<file path="src/i2a_pkg.sv">
// ----------------------------------------------------------------------------
// i2a_pkg
// shared types, constants and helpers of the integer to ascii converter
// ----------------------------------------------------------------------------
`default_nettype none

package i2a_pkg;

    // conversion cell chain
    localparam int DIG_N   = 10;             // bcd digit cells
    localparam int SHIFT_W = 3;              // bits shifted through the chain per cycle
    localparam int STEP_N  = 11;             // shift steps per value
    localparam int MAG_W   = SHIFT_W * STEP_N;
    localparam int CNT_W   = $clog2(STEP_N);
    localparam int POS_W   = $clog2(DIG_N);

    // operation codes
    localparam logic OP_DEC = 1'b0;
    localparam logic OP_HEX = 1'b1;

    // ascii codes
    localparam logic [7:0] CH_MINUS = 8'h2D;
    localparam logic [7:0] CH_ZERO  = 8'h30;
    localparam logic [7:0] CH_X     = 8'h78;
    localparam logic [7:0] CH_A     = 8'h41;

    typedef enum logic [1:0] {
        CV_IDLE,
        CV_RUN,
        CV_DONE
    } cv_state_t;

    typedef enum logic [2:0] {
        EM_IDLE,
        EM_SIGN,
        EM_ZERO,
        EM_X,
        EM_DIGIT
    } em_state_t;

    // finished conversion handed from the cell chain to the emitter
    typedef struct packed {
        logic [DIG_N-1:0][3:0] digits;
        logic                  neg;
        logic                  hex;
    } cv_res_t;

    function automatic logic [7:0] digit_char(input logic [3:0] d);
        logic [7:0] c;
        if (d < 4'd10)
        begin
            c = CH_ZERO + {4'd0, d};
        end
        else
        begin
            c = CH_A + {4'd0, d} - 8'd10;
        end
        return c;
    endfunction

endpackage

`default_nettype wire

</file>
<file path="src/int_to_ascii_dec_hex_top.sv">
// Converts a signed 32-bit value to ASCII text, one character per output
// transaction, most significant first, with tlast on the final character.
// tuser selects decimal (0) or hexadecimal with a "0x" prefix and uppercase
// digits (1); negative values are written as '-' and the magnitude, leading
// zeros are dropped. Each value is converted in the digit cell chain
// (11 steps of three bits through ten shift-and-add-3 cells, then the handoff),
// and its 1 to 11 characters leave while the next value converts, so a new
// value is taken before the previous text is finished; a stalled output side
// holds the handoff until the last character of that text enters the output register.
// ----------------------------------------------------------------------------
// int_to_ascii_dec_hex_top
// signed integer to decimal or hexadecimal ascii text converter
// ----------------------------------------------------------------------------
`default_nettype none

module int_to_ascii_dec_hex_top
    import i2a_pkg::*;
(
    input  wire logic        clk,
    input  wire logic        rst_n,
    input  wire logic        s_tvalid,
    output logic             s_tready,
    input  wire logic [31:0] s_tdata,    // [31:0] value
    input  wire logic        s_tuser,    // [0] operation
    output logic             m_tvalid,
    input  wire logic        m_tready,
    output logic [7:0]       m_tdata,    // [7:0] character
    output logic             m_tlast
);

    logic    up_valid;
    logic    up_ready;
    cv_res_t up_res;

    i2a_conv u_conv
    (
        .clk      (clk),
        .rst_n    (rst_n),
        .s_tvalid (s_tvalid),
        .s_tready (s_tready),
        .s_tdata  (s_tdata),
        .s_tuser  (s_tuser),
        .up_valid (up_valid),
        .up_ready (up_ready),
        .up_res   (up_res)
    );

    i2a_emit u_emit
    (
        .clk      (clk),
        .rst_n    (rst_n),
        .up_valid (up_valid),
        .up_ready (up_ready),
        .up_res   (up_res),
        .m_tvalid (m_tvalid),
        .m_tready (m_tready),
        .m_tdata  (m_tdata),
        .m_tlast  (m_tlast)
    );

endmodule

`default_nettype wire

</file>
<file path="src/i2a_cell.sv">
// ----------------------------------------------------------------------------
// i2a_cell
// one digit cell of the conversion chain: shift-and-add-3 on a 4-bit digit
// ----------------------------------------------------------------------------
`default_nettype none

module i2a_cell
    import i2a_pkg::*;
(
    input  wire logic               clk,
    input  wire logic               clear,
    input  wire logic               shift,
    input  wire logic               adjust,
    input  wire logic [SHIFT_W-1:0] shin,    // msb is shifted in first
    output logic      [SHIFT_W-1:0] shout,   // to the next cell, msb first
    output logic      [3:0]         digit
);

    logic [3:0] digit_reg;
    logic [3:0] digit_next;
    logic [3:0] shifted;

    always_comb
    begin
        logic [3:0] d;
        logic [3:0] a;
        d = digit_reg;
        shout = '0;
        for (int k = SHIFT_W - 1; k >= 0; k--)
        begin
            // decimal correction before each shift keeps the digit in bcd range
            a = (adjust && d >= 4'd5) ? d + 4'd3 : d;
            shout[k] = a[3];
            d = {a[2:0], shin[k]};
        end
        shifted = d;
    end

    always_comb
    begin
        if (clear)
        begin
            digit_next = '0;
        end
        else if (shift)
        begin
            digit_next = shifted;
        end
        else
        begin
            digit_next = digit_reg;
        end
    end

    always_ff @(posedge clk)
    begin
        digit_reg <= digit_next;
    end

    assign digit = digit_reg;

endmodule

`default_nettype wire

</file>
<file path="src/i2a_conv.sv">
// ----------------------------------------------------------------------------
// i2a_conv
// input side: magnitude shift register driving a chain of digit cells
// ----------------------------------------------------------------------------
`default_nettype none

module i2a_conv
    import i2a_pkg::*;
(
    input  wire logic        clk,
    input  wire logic        rst_n,
    input  wire logic        s_tvalid,
    output logic             s_tready,
    input  wire logic [31:0] s_tdata,    // value
    input  wire logic        s_tuser,    // operation
    output logic             up_valid,
    input  wire logic        up_ready,
    output cv_res_t          up_res
);

    cv_state_t        state_reg;
    cv_state_t        state_next;
    logic [CNT_W-1:0] cnt_reg;
    logic [CNT_W-1:0] cnt_next;
    logic [MAG_W-1:0] mag_reg;
    logic             neg_reg;
    logic             hex_reg;

    logic             accept;
    logic             clear;
    logic             shift;
    logic [31:0]      mag_in;

    logic [DIG_N:0][SHIFT_W-1:0] carry;
    logic [DIG_N-1:0][3:0]       digits;

    assign accept = s_tvalid && s_tready;
    assign mag_in = s_tdata[31] ? (32'd0 - s_tdata) : s_tdata;

    // next state
    always_comb
    begin
        state_next = state_reg;
        case (state_reg)
            CV_IDLE:
            begin
                if (accept)
                begin
                    state_next = CV_RUN;
                end
            end
            CV_RUN:
            begin
                if (cnt_reg == CNT_W'(STEP_N - 1))
                begin
                    state_next = CV_DONE;
                end
            end
            CV_DONE:
            begin
                if (up_ready)
                begin
                    state_next = accept ? CV_RUN : CV_IDLE;
                end
            end
            default:
            begin
                state_next = CV_IDLE;
            end
        endcase
    end

    // outputs
    always_comb
    begin
        s_tready = 1'b0;
        shift    = 1'b0;
        up_valid = 1'b0;
        case (state_reg)
            CV_IDLE:
            begin
                s_tready = 1'b1;
            end
            CV_RUN:
            begin
                shift = 1'b1;
            end
            CV_DONE:
            begin
                up_valid = 1'b1;
                s_tready = up_ready;
            end
            default:
            begin
                s_tready = 1'b0;
            end
        endcase
    end

    assign clear    = accept;
    assign cnt_next = accept ? '0 : (shift ? cnt_reg + 1'b1 : cnt_reg);

    always_ff @(posedge clk or negedge rst_n)
    begin
        if (!rst_n)
        begin
            state_reg <= CV_IDLE;
            cnt_reg   <= '0;
        end
        else
        begin
            state_reg <= state_next;
            cnt_reg   <= cnt_next;
        end
    end

    always_ff @(posedge clk)
    begin
        if (accept)
        begin
            mag_reg <= {{(MAG_W - 32){1'b0}}, mag_in};
            neg_reg <= s_tdata[31];
            hex_reg <= (s_tuser == OP_HEX);
        end
        else if (shift)
        begin
            mag_reg <= {mag_reg[MAG_W-SHIFT_W-1:0], {SHIFT_W{1'b0}}};
        end
    end

    assign carry[0] = mag_reg[MAG_W-1 -: SHIFT_W];

    for (genvar i = 0; i < DIG_N; i++)
    begin : g_cell
        i2a_cell u_cell
        (
            .clk    (clk),
            .clear  (clear),
            .shift  (shift),
            .adjust (!hex_reg),
            .shin   (carry[i]),
            .shout  (carry[i+1]),
            .digit  (digits[i])
        );
    end

    assign up_res.digits = digits;
    assign up_res.neg    = neg_reg;
    assign up_res.hex    = hex_reg;

`ifndef SYNTHESIS
    logic bcd_ok;

    always_comb
    begin
        bcd_ok = 1'b1;
        for (int i = 0; i < DIG_N; i++)
        begin
            if (digits[i] > 4'd9)
            begin
                bcd_ok = 1'b0;
            end
        end
    end

    // the chain is wide enough for a 32-bit magnitude
    a_no_overflow: assert property (@(posedge clk) disable iff (!rst_n)
        state_reg == CV_RUN |-> carry[DIG_N] == '0)
        else $error("digit chain overflow");

    // every decimal result is valid bcd
    a_bcd: assert property (@(posedge clk) disable iff (!rst_n)
        state_reg == CV_DONE && !hex_reg |-> bcd_ok)
        else $error("decimal digit out of range");

    // a new value always starts the shift sequence from step zero
    a_start: assert property (@(posedge clk) disable iff (!rst_n)
        accept |=> state_reg == CV_RUN && cnt_reg == '0)
        else $error("conversion did not start");
`endif

endmodule

`default_nettype wire

</file>
<file path="src/i2a_emit.sv">
// ----------------------------------------------------------------------------
// i2a_emit
// output side: sign, prefix and digit sequencer with an output register
// ----------------------------------------------------------------------------
`default_nettype none

module i2a_emit
    import i2a_pkg::*;
(
    input  wire logic       clk,
    input  wire logic       rst_n,
    input  wire logic       up_valid,
    output logic            up_ready,
    input  wire cv_res_t    up_res,
    output logic            m_tvalid,
    input  wire logic       m_tready,
    output logic [7:0]      m_tdata,    // character
    output logic            m_tlast     // last
);

    em_state_t             state_reg;
    em_state_t             state_next;
    logic [POS_W-1:0]      pos_reg;
    logic [POS_W-1:0]      pos_next;
    logic [DIG_N-1:0][3:0] digits_reg;
    logic                  hex_reg;

    logic                  m_tvalid_reg;
    logic [7:0]            m_tdata_reg;
    logic                  m_tlast_reg;

    logic                  adv;
    logic                  load;
    logic                  emit_en;
    logic [7:0]            char_sel;
    logic                  last_sel;
    logic [POS_W-1:0]      top_pos;
    em_state_t             load_state;

    // output register free or draining this cycle
    assign adv  = !m_tvalid_reg || m_tready;
    assign load = up_valid && up_ready;

    // highest nonzero digit, at least one digit
    always_comb
    begin
        top_pos = '0;
        for (int i = 1; i < DIG_N; i++)
        begin
            if (up_res.digits[i] != 4'd0)
            begin
                top_pos = POS_W'(i);
            end
        end
    end

    assign load_state = up_res.neg ? EM_SIGN : (up_res.hex ? EM_ZERO : EM_DIGIT);

    // next state
    always_comb
    begin
        state_next = state_reg;
        pos_next   = pos_reg;
        case (state_reg)
            EM_IDLE:
            begin
                if (load)
                begin
                    state_next = load_state;
                    pos_next   = top_pos;
                end
            end
            EM_SIGN:
            begin
                if (adv)
                begin
                    state_next = hex_reg ? EM_ZERO : EM_DIGIT;
                end
            end
            EM_ZERO:
            begin
                if (adv)
                begin
                    state_next = EM_X;
                end
            end
            EM_X:
            begin
                if (adv)
                begin
                    state_next = EM_DIGIT;
                end
            end
            EM_DIGIT:
            begin
                if (adv)
                begin
                    if (pos_reg == '0)
                    begin
                        state_next = load ? load_state : EM_IDLE;
                        pos_next   = load ? top_pos : pos_reg;
                    end
                    else
                    begin
                        pos_next = pos_reg - 1'b1;
                    end
                end
            end
            default:
            begin
                state_next = EM_IDLE;
            end
        endcase
    end

    // outputs
    always_comb
    begin
        up_ready = 1'b0;
        char_sel = CH_ZERO;
        last_sel = 1'b0;
        case (state_reg)
            EM_IDLE:
            begin
                up_ready = 1'b1;
            end
            EM_SIGN:
            begin
                char_sel = CH_MINUS;
            end
            EM_ZERO:
            begin
                char_sel = CH_ZERO;
            end
            EM_X:
            begin
                char_sel = CH_X;
            end
            EM_DIGIT:
            begin
                char_sel = digit_char(digits_reg[pos_reg]);
                last_sel = (pos_reg == '0);
                up_ready = (pos_reg == '0) && adv;
            end
            default:
            begin
                up_ready = 1'b0;
            end
        endcase
    end

    assign emit_en = adv && (state_reg != EM_IDLE);

    always_ff @(posedge clk or negedge rst_n)
    begin
        if (!rst_n)
        begin
            state_reg    <= EM_IDLE;
            pos_reg      <= '0;
            m_tvalid_reg <= 1'b0;
        end
        else
        begin
            state_reg <= state_next;
            pos_reg   <= pos_next;
            if (adv)
            begin
                m_tvalid_reg <= emit_en;
            end
        end
    end

    always_ff @(posedge clk)
    begin
        if (load)
        begin
            digits_reg <= up_res.digits;
            hex_reg    <= up_res.hex;
        end
        if (emit_en)
        begin
            m_tdata_reg <= char_sel;
            m_tlast_reg <= last_sel;
        end
    end

    assign m_tvalid = m_tvalid_reg;
    assign m_tdata  = m_tdata_reg;
    assign m_tlast  = m_tlast_reg;

`ifndef SYNTHESIS
    // a loaded value always produces characters
    a_load_busy: assert property (@(posedge clk) disable iff (!rst_n)
        load |=> state_reg != EM_IDLE)
        else $error("value loaded but emitter idle");

    // the prefix only appears on hexadecimal text
    a_prefix_hex: assert property (@(posedge clk) disable iff (!rst_n)
        (state_reg == EM_ZERO || state_reg == EM_X) |-> hex_reg)
        else $error("hex prefix on decimal text");

    // a new value is only taken once the previous text is finished
    a_load_end: assert property (@(posedge clk) disable iff (!rst_n)
        load && state_reg == EM_DIGIT |-> emit_en && last_sel)
        else $error("value loaded before text finished");
`endif

endmodule

`default_nettype wire
</file>
<file path="config.mk">
export PLATFORM = sky130hd
export DESIGN_NAME = int_to_ascii_dec_hex_top
export DESIGN_NICKNAME = d
export VERILOG_FILES = /design/src/i2a_pkg.sv /design/src/int_to_ascii_dec_hex_top.sv /design/src/i2a_cell.sv /design/src/i2a_conv.sv /design/src/i2a_emit.sv
export SDC_FILE = /design/constraint.sdc
export NUM_CORES = 1
export LEC_CHECK = 0
export ABC_CLOCK_PERIOD_IN_PS = 4700
export BUFFER_PORTS_ARGS = -buffer_cell sky130_fd_sc_hd__buf_2
export CELL_PAD_IN_SITES_DETAIL_PLACEMENT = 1
export CELL_PAD_IN_SITES_GLOBAL_PLACEMENT = 1
export CORE_MARGIN = 5
export CORE_UTILIZATION = 45
export DETAILED_ROUTE_END_ITERATION = 16
export GPL_ROUTABILITY_DRIVEN = 1
export PLACE_DENSITY = 0.78
export SLEW_MARGIN = 25
export SYNTH_ARGS = -nofsm -noshare
export SYNTH_HDL_FRONTEND = slang
export SYNTH_SLANG_ARGS = --single-unit
</file>
<file path="constraint.sdc">
create_clock -name clk -period 4.7 [get_ports clk]
set_input_delay 1.41 -clock clk [delete_from_list [all_inputs] [get_ports clk]]
set_output_delay 1.41 -clock clk [all_outputs]
set_load 0.01 [all_outputs]
</file>
==> flow_summary.rst, run 1 <==
.. list-table::
   :header-rows: 1

   * - Metric
     - Value
   * - Global-route total usage across every layer
     - 22.3%
   * - Synthesized area per cell
     - 8.73 sq um
   * - Max Root-Sink Buffers
     - 2
   * - Weighted congestion at the end of routability-driven global placement
     - 0.828
   * - Final-stage net count
     - 1229
   * - Seq cells post-synth
     - 138
   * - Power density of the placed cells
     - 826 nW/um^2
   * - Setup repair after global routing missed its margin
     - no
   * - Clock tree from TritonCTS
     - yes
   * - Wire length on met2
     - 14100 um
   * - Layout filler cell count
     - 2587
   * - Status
     - completed
   * - Worst hold-check path type
     - flip-flop to flip-flop
   * - Max_slew headroom
     - 38.2%
   * - Proportion of synthesized flip-flops having asynchronous set or reset
     - 10.1%
   * - Full die area
     - 25300 sq um
   * - Final Hold Viols
     - 0
   * - Count of input and output buffers
     - 46
   * - Post-CTS sizing
     - 0
   * - Aggregate routed wire length
     - 29000 um
   * - Congestion Overflow GR
     - 0
   * - Remaining design rule violation count
     - 0
   * - CORE AREA
     - 21800 sq um
   * - Final-report max-slew violation count
     - 0
   * - Hold-fix buffer count after cts
     - 0
   * - Static leakage
     - 4.20 nW
   * - Post-route antenna net violation count
     - 0
   * - Worst endpoint required time
     - 5.07 ns
   * - Number of buffers inserted during clock tree synthesis
     - 17
   * - Placement Cell Area
     - 10400 sq um
   * - Final Cycle Share
     - 86.2%
   * - Synthesized netlist cell count
     - 1144
   * - Routed via count divided by cell count
     - 6.17
   * - Routed len/inst
     - 19.9 um
   * - Initial DRC Count
     - 501
   * - Utilization after layout
     - 50.4%
   * - Max Fanout on Critical Path
     - 7
   * - Portion of the post-synthesis area used by sequential elements
     - 36.7%
   * - Buffer cell driving the clock tree root
     - clkbuf_16
   * - Clock period minus final worst setup slack
     - 4.05 ns
   * - Antenna violations before repair
     - 0
   * - Inserted Diodes
     - 0
   * - Total clock sinks
     - 138
   * - Count of unique library cells instantiated by Yosys
     - 89
   * - Commonest register cell after synthesis
     - edfxtp_1
   * - Initial Utilization
     - 45.8%
   * - Endpoint class of the critical path
     - flip-flop
   * - Pre-antenna DRT Iters
     - 4
   * - Dominant cells by area after synthesis
     - edfxtp_1 25%, dfxtp_1 8.2%, a21oi_1 4.5%, o21ai_0 4.5%, ha_1 4.1%
   * - Via count of the first global-routing pass
     - 8941
   * - Slew at the pin with the worst max-slew slack
     - 0.920 ns
   * - Clock insertion delay at the later pin of the skew report
     - 0.45 ns
   * - Post-route standard cell area excluding fillers
     - 11000 sq um
   * - Pin count of the biggest net entering global routing
     - 90
   * - Area added between synthesis and finish
     - 10.1%
   * - Syn nets
     - 1214
   * - Num rows
     - 54
   * - Fin Setup TNS
     - 0 ns
   * - Maximum level of the CTS H-tree
     - 4
   * - Detailed-placement wirelength estimate
     - 19800 um
   * - IR drop worst, VDD
     - 0.360 mV
   * - Worst setup path category
     - flip-flop to flip-flop
   * - Total of max-cap violations
     - 0
   * - Top Layer Used
     - met4
   * - Floorplan die height
     - 159 um
   * - Worst slack at placement
     - 0.400 ns
   * - Worst Path Arrival
     - 4.42 ns
   * - Worst-case clock skew
     - 0.0237 ns
   * - Warning count from the yosys run
     - 0
   * - Synth area leader
     - edfxtp_1
   * - Final-report setup violation count
     - 0
   * - Top Ports
     - 48
   * - DIE WIDTH
     - 159 um
   * - Startpoint type of the worst setup path
     - flip-flop
   * - Share of post-route cells with drive strength above 1
     - 11.9%
   * - WL met1
     - 13400 um
   * - Routed wire length on met3
     - 1040 um
   * - Synth top area share
     - 25.0%
   * - EDFF count, synth
     - 83
   * - Overall via count from detail_route
     - 8961
   * - Post-Syn Area
     - 9980 sq um
   * - Global-route wire length before repair
     - 47200 um
   * - Post-layout worst setup margin
     - 0.650 ns
   * - Upper clock frequency limit
     - 0.247 GHz
   * - # Post-CTS Setup Buffers
     - 0
   * - Clk pin slew, worst setup/hold paths
     - 0.07 ns
   * - Post-layout power
     - 9.08 mW
==> logic make-up after synthesis <==
group / Yosys count / synth area share, %
AOI/OAI and AO/OA: 377 / 24.7
DFF: 138 / 36.7
other: 1 / 0.0376
adders and majority gates: 33 / 4.14
and+or+nand+nor: 372 / 18.6
buffers and inverters: 111 / 4.56
xor gates and xnor gates: 62 / 5.44
muxes: 50 / 5.88
==> final timing paths <==
check	startpoint	end	slack, ns	cells past startpoint
min reg2reg	u_conv.mag_reg[29]	u_conv.mag_reg[32]	0.47	2
max in group asynchronous	rst_n	u_emit.pos_reg[2]	3.56	1
min	u_conv.mag_reg[29]	u_conv.mag_reg[32]	0.47	2
min in group asynchronous	rst_n	u_conv.state_reg[0]	0.87	1
max	u_conv.g_cell[8].u_cell.digit[1]	u_conv.g_cell[9].u_cell.digit[2]	0.65	18
max reg2reg	u_conv.g_cell[8].u_cell.digit[1]	u_conv.g_cell[9].u_cell.digit[2]	0.65	18
==> critical path: stages (launching register included) <==
cell and delay [ns]:
dfxtp_1 0.49, inv_1 0.11, ha_1 0.19, nand2b_1 0.13, a21oi_1 0.40, nor3_1 0.13, xnor2_1 0.39, inv_1 0.09
ha_1 0.21, nor2b_1 0.19, o22ai_1 0.10, nand3_1 0.12, a31oi_1 0.15, xor2_1 0.32, ha_1 0.25, nor2b_1 0.14
o31a_1 0.20, mux2i_1 0.25, o2bb2ai_1 0.13
==> power breakdown <==
group          internal, mW  total, mW  switching [mW]
clock network         0.707       1.33           0.622
logic                  2.07       5.36            3.29
registers              1.86       2.39           0.528
==> per-layer routing <==
layer | vias up | GRT usage, %
li1 | 4315 | -
met1 | 4471 | 30.3
met2 | 150 | 37.3
met3 | 25 | 3.44
met4 | 0 | 5.78
met5 | - | 0
==> stage by stage <==
step                instances  hold WS [ns]
global route             1452         0.505
detailed placement       1420         0.454
floorplan                1144         0.403
finish                   1452         0.467
CTS                      1452         0.474
global placement         1420         0.434
==> cells in the final DEF (no fill, tap or decap), types with 35 or more instances in the layout <==
| master | instances |
|---|---|
| mux2i_1 | 35 |
| dfxtp_1 | 41 |
| inv_1 | 44 |
| o21ai_0 | 89 |
| xor2_1 | 36 |
| nor2_1 | 87 |
| a21oi_1 | 90 |
| nand2_1 | 106 |
| edfxtp_1 | 83 |
| buf_2 | 46 |
==> final cells by class <==
class | instances | area [sq um] | area share (%)
multi-input cells | 895 | 5880 | 53.5
inverters | 45 | 169 | 1.54
flip-flops and latches | 138 | 3660 | 33.3
clock inverters | 15 | 145 | 1.32
clock buffers | 17 | 425 | 3.87
repair buffers | 62 | 363 | 3.30
well taps | 280 | 350 | 3.19
==> synth_stat cells, types with 16 or more instances <==
library cell,count
xnor2_1,26
o21ai_0,89
nand2_1,107
a211oi_1,22
inv_1,44
o31ai_1,21
a21oi_1,90
dfxtp_1,41
nor3_1,22
nand3_1,33
edfxtp_1,83
o22ai_1,20
xor2_1,36
mux2i_1,35
nand2b_1,23
nor2_1,87
or3_1,16
clkbuf_1,49
ha_1,33
a31oi_1,23
and2_1,16
nor2b_1,17
Power figures use the tool's default switching activity.
==> run 2: changes to the inputs <==
--- a/config.mk
+++ b/config.mk
@@ -11,9 +11,10 @@
 export CELL_PAD_IN_SITES_GLOBAL_PLACEMENT = 1
 export CORE_MARGIN = 5
 export CORE_UTILIZATION = 45
+export CTS_CLUSTER_DIAMETER = 30
 export DETAILED_ROUTE_END_ITERATION = 16
 export GPL_ROUTABILITY_DRIVEN = 1
-export PLACE_DENSITY = 0.78
+export PLACE_DENSITY_LB_ADDON = 0.1
 export SLEW_MARGIN = 25
 export SYNTH_ARGS = -nofsm -noshare
 export SYNTH_HDL_FRONTEND = slang
==> run 2 against run 1 <==
Compared with the run above: final cell count up 0.14%; die area unchanged; critical path depth fell by 1; sequential power is essentially flat; non-clock buffer count rose by 2; clock power increased by 7%; critical path type unchanged; sequential share of layout area is 0.17 points lower; clock-buffer cell count increased by 3; routed wire length about the same; via count down 0.39%; hold slack better by 0.0094 ns; largest power group unchanged; register-to-register slack got worse by 0.25 ns.
==> flow_summary.rst, run 2 (synthesized netlist as in run 1, its figures left out) <==
.. list-table::
   :header-rows: 1

   * - Metric
     - Value
   * - Status
     - completed
   * - Pin count of the biggest net entering global routing
     - 56
   * - Top Ports
     - 48
   * - Buffer cell driving the clock tree root
     - clkbuf_16
   * - Setup repair after global routing missed its margin
     - no
   * - Upper clock frequency limit
     - 0.232 GHz
   * - Max incr delay on CP
     - 0.55 ns
   * - Full die area
     - 25300 sq um
   * - Hold slack final
     - 0.476 ns
   * - Post-CTS sizing
     - 0
   * - Final-report setup violation count
     - 0
   * - Endpoint class of the critical path
     - flip-flop
   * - Final Hold Viols
     - 0
   * - Post-route standard cell area excluding fillers
     - 11000 sq um
   * - Cell at the slowest stage of the critical path
     - a2111oi_0
   * - Initial Utilization
     - 45.8%
   * - IR drop worst, VDD
     - 0.305 mV
   * - # Post-CTS Setup Buffers
     - 0
   * - Total of max-cap violations
     - 0
   * - Count of input and output buffers
     - 46
   * - Number of buffers inserted during clock tree synthesis
     - 17
   * - Placement Cell Area
     - 10400 sq um
   * - Worst Path Arrival
     - 4.67 ns
   * - CORE AREA
     - 21800 sq um
   * - Via count of the first global-routing pass
     - 8986
   * - Startpoint type of the worst setup path
     - flip-flop
   * - Most frequent cells in the layout
     - 106 x nand2_1, 90 x a21oi_1, 89 x o21ai_0
   * - Routed len/inst
     - 19.9 um
   * - Hold-fix buffer count after cts
     - 0
   * - Most common cell after layout, fill and taps aside
     - nand2_1
   * - Global-route wire length before repair
     - 48000 um
   * - Antenna violations before repair
     - 0
   * - Aggregate routed wire length
     - 29000 um
   * - Overall via count from detail_route
     - 8926
   * - Slew at the pin with the worst max-slew slack
     - 0.911 ns
   * - Num rows
     - 54
   * - Worst-case clock skew
     - 0.00960 ns
   * - Maximum level of the CTS H-tree
     - 4
   * - Congestion Overflow GR
     - 0
   * - Worst hold-check path type
     - flip-flop to flip-flop
   * - Clk pin slew, worst setup/hold paths
     - 0.06 ns
   * - Routed via count divided by cell count
     - 6.14
   * - Max_slew headroom
     - 38.9%
   * - Ordered cell list for the critical path
     - inv_1 -> ha_1 -> nand2b_1 -> a21oi_1 -> nor2_1 -> xnor2_1 -> ha_1 -> nand2b_1 -> a221oi_1 -> a211oi_1 -> xnor2_1 -> ha_1 -> nand2b_1 -> nand2_1 -> a2111oi_0 -> a31oi_1 -> nand2_1
   * - Clock tree from TritonCTS
     - yes
   * - Worst endpoint required time
     - 5.07 ns
   * - Area added between synthesis and finish
     - 10.7%
   * - Share of post-route cells with drive strength above 1
     - 11.9%
   * - Total clock sinks
     - 138
   * - Final-stage net count
     - 1231
   * - Final-report max-slew violation count
     - 0
   * - Post-route antenna net violation count
     - 0
   * - Weighted congestion at the end of routability-driven global placement
     - 0.820
   * - Buffers and inverters on the worst path
     - 1
   * - Kind of cell with the highest combined delay on the critical path
     - compound AO/OA/AOI/OAI gates
   * - DIE WIDTH
     - 159 um
   * - Clock insertion delay at the later pin of the skew report
     - 0.43 ns
   * - Floorplan die height
     - 159 um
   * - Final Cycle Share
     - 91.6%
   * - Power density of the placed cells
     - 829 nW/um^2
   * - Worst setup path category
     - flip-flop to flip-flop
   * - Clock period minus final worst setup slack
     - 4.30 ns
   * - Initial DRC Count
     - 617
   * - Static leakage
     - 4.21 nW
   * - Pre-antenna DRT Iters
     - 5
   * - Max Fanout on Critical Path
     - 6
   * - Max Root-Sink Buffers
     - 2
   * - Remaining design rule violation count
     - 0
   * - Inserted Diodes
     - 0
   * - Fin Setup TNS
     - 0 ns
   * - Global-route total usage across every layer
     - 22.7%
   * - Detailed-placement wirelength estimate
     - 19900 um
[run 2: cell type report]
type	instances	area (sq um)
fillers	2568	10800
multi-input cells	895	5880
flip-flops and latches	138	3660
clock buffers	20	467
repair buffers	64	378
well taps	280	350
inverters	45	169
clock inverters	12	146
[run 2: final timing paths]
check / cells past startpoint / end / start / slack (ns)
worst min-delay path: 0 / u_emit.digits_reg[37] / u_conv.g_cell[9].u_cell.digit[1] / 0.48
max in group asynchronous: 1 / u_emit.pos_reg[3] / rst_n / 3.49
worst max register to register: 17 / u_conv.g_cell[0].u_cell.digit[2] / u_conv.g_cell[0].u_cell.digit[1] / 0.40
min in group asynchronous: 1 / u_emit.state_reg[1] / rst_n / 0.91
worst max-delay path: 17 / u_conv.g_cell[0].u_cell.digit[2] / u_conv.g_cell[0].u_cell.digit[1] / 0.40
worst min register to register: 0 / u_emit.digits_reg[37] / u_conv.g_cell[9].u_cell.digit[1] / 0.48
[run 2: layer usage]
metal | global-route usage (%) | part of all wire [%]
met1 | 31.3 | 47
met5 | 0 | 0
met3 | 3.78 | 3.5
met4 | 4.81 | 1.0
met2 | 38.0 | 49
[run 2: power breakdown]
part           internal [mW]  switching, mW  leakage, nW
Combinational           2.08           3.27         2.61
Sequential              1.86          0.531         1.31
Clock                  0.872          0.547        0.287
Total                   4.81           4.35         4.21
[run 2: per-stage QoR]
stage / power (mW) / std cells / utilization (%) / setup WS, ns
3_3_place_gp: 7.52 / 1422 / 47.8 / 0.533
4_1_cts: 9.17 / 1454 / 50.6 / 0.494
5_1_grt: 9.97 / 1454 / 50.6 / 0.0765
2_1_floorplan: 6.30 / 1144 / - / 0.858
6_report: 9.15 / 1454 / 50.6 / 0.396
3_5_place_dp: 7.67 / 1422 / 47.8 / 0.460
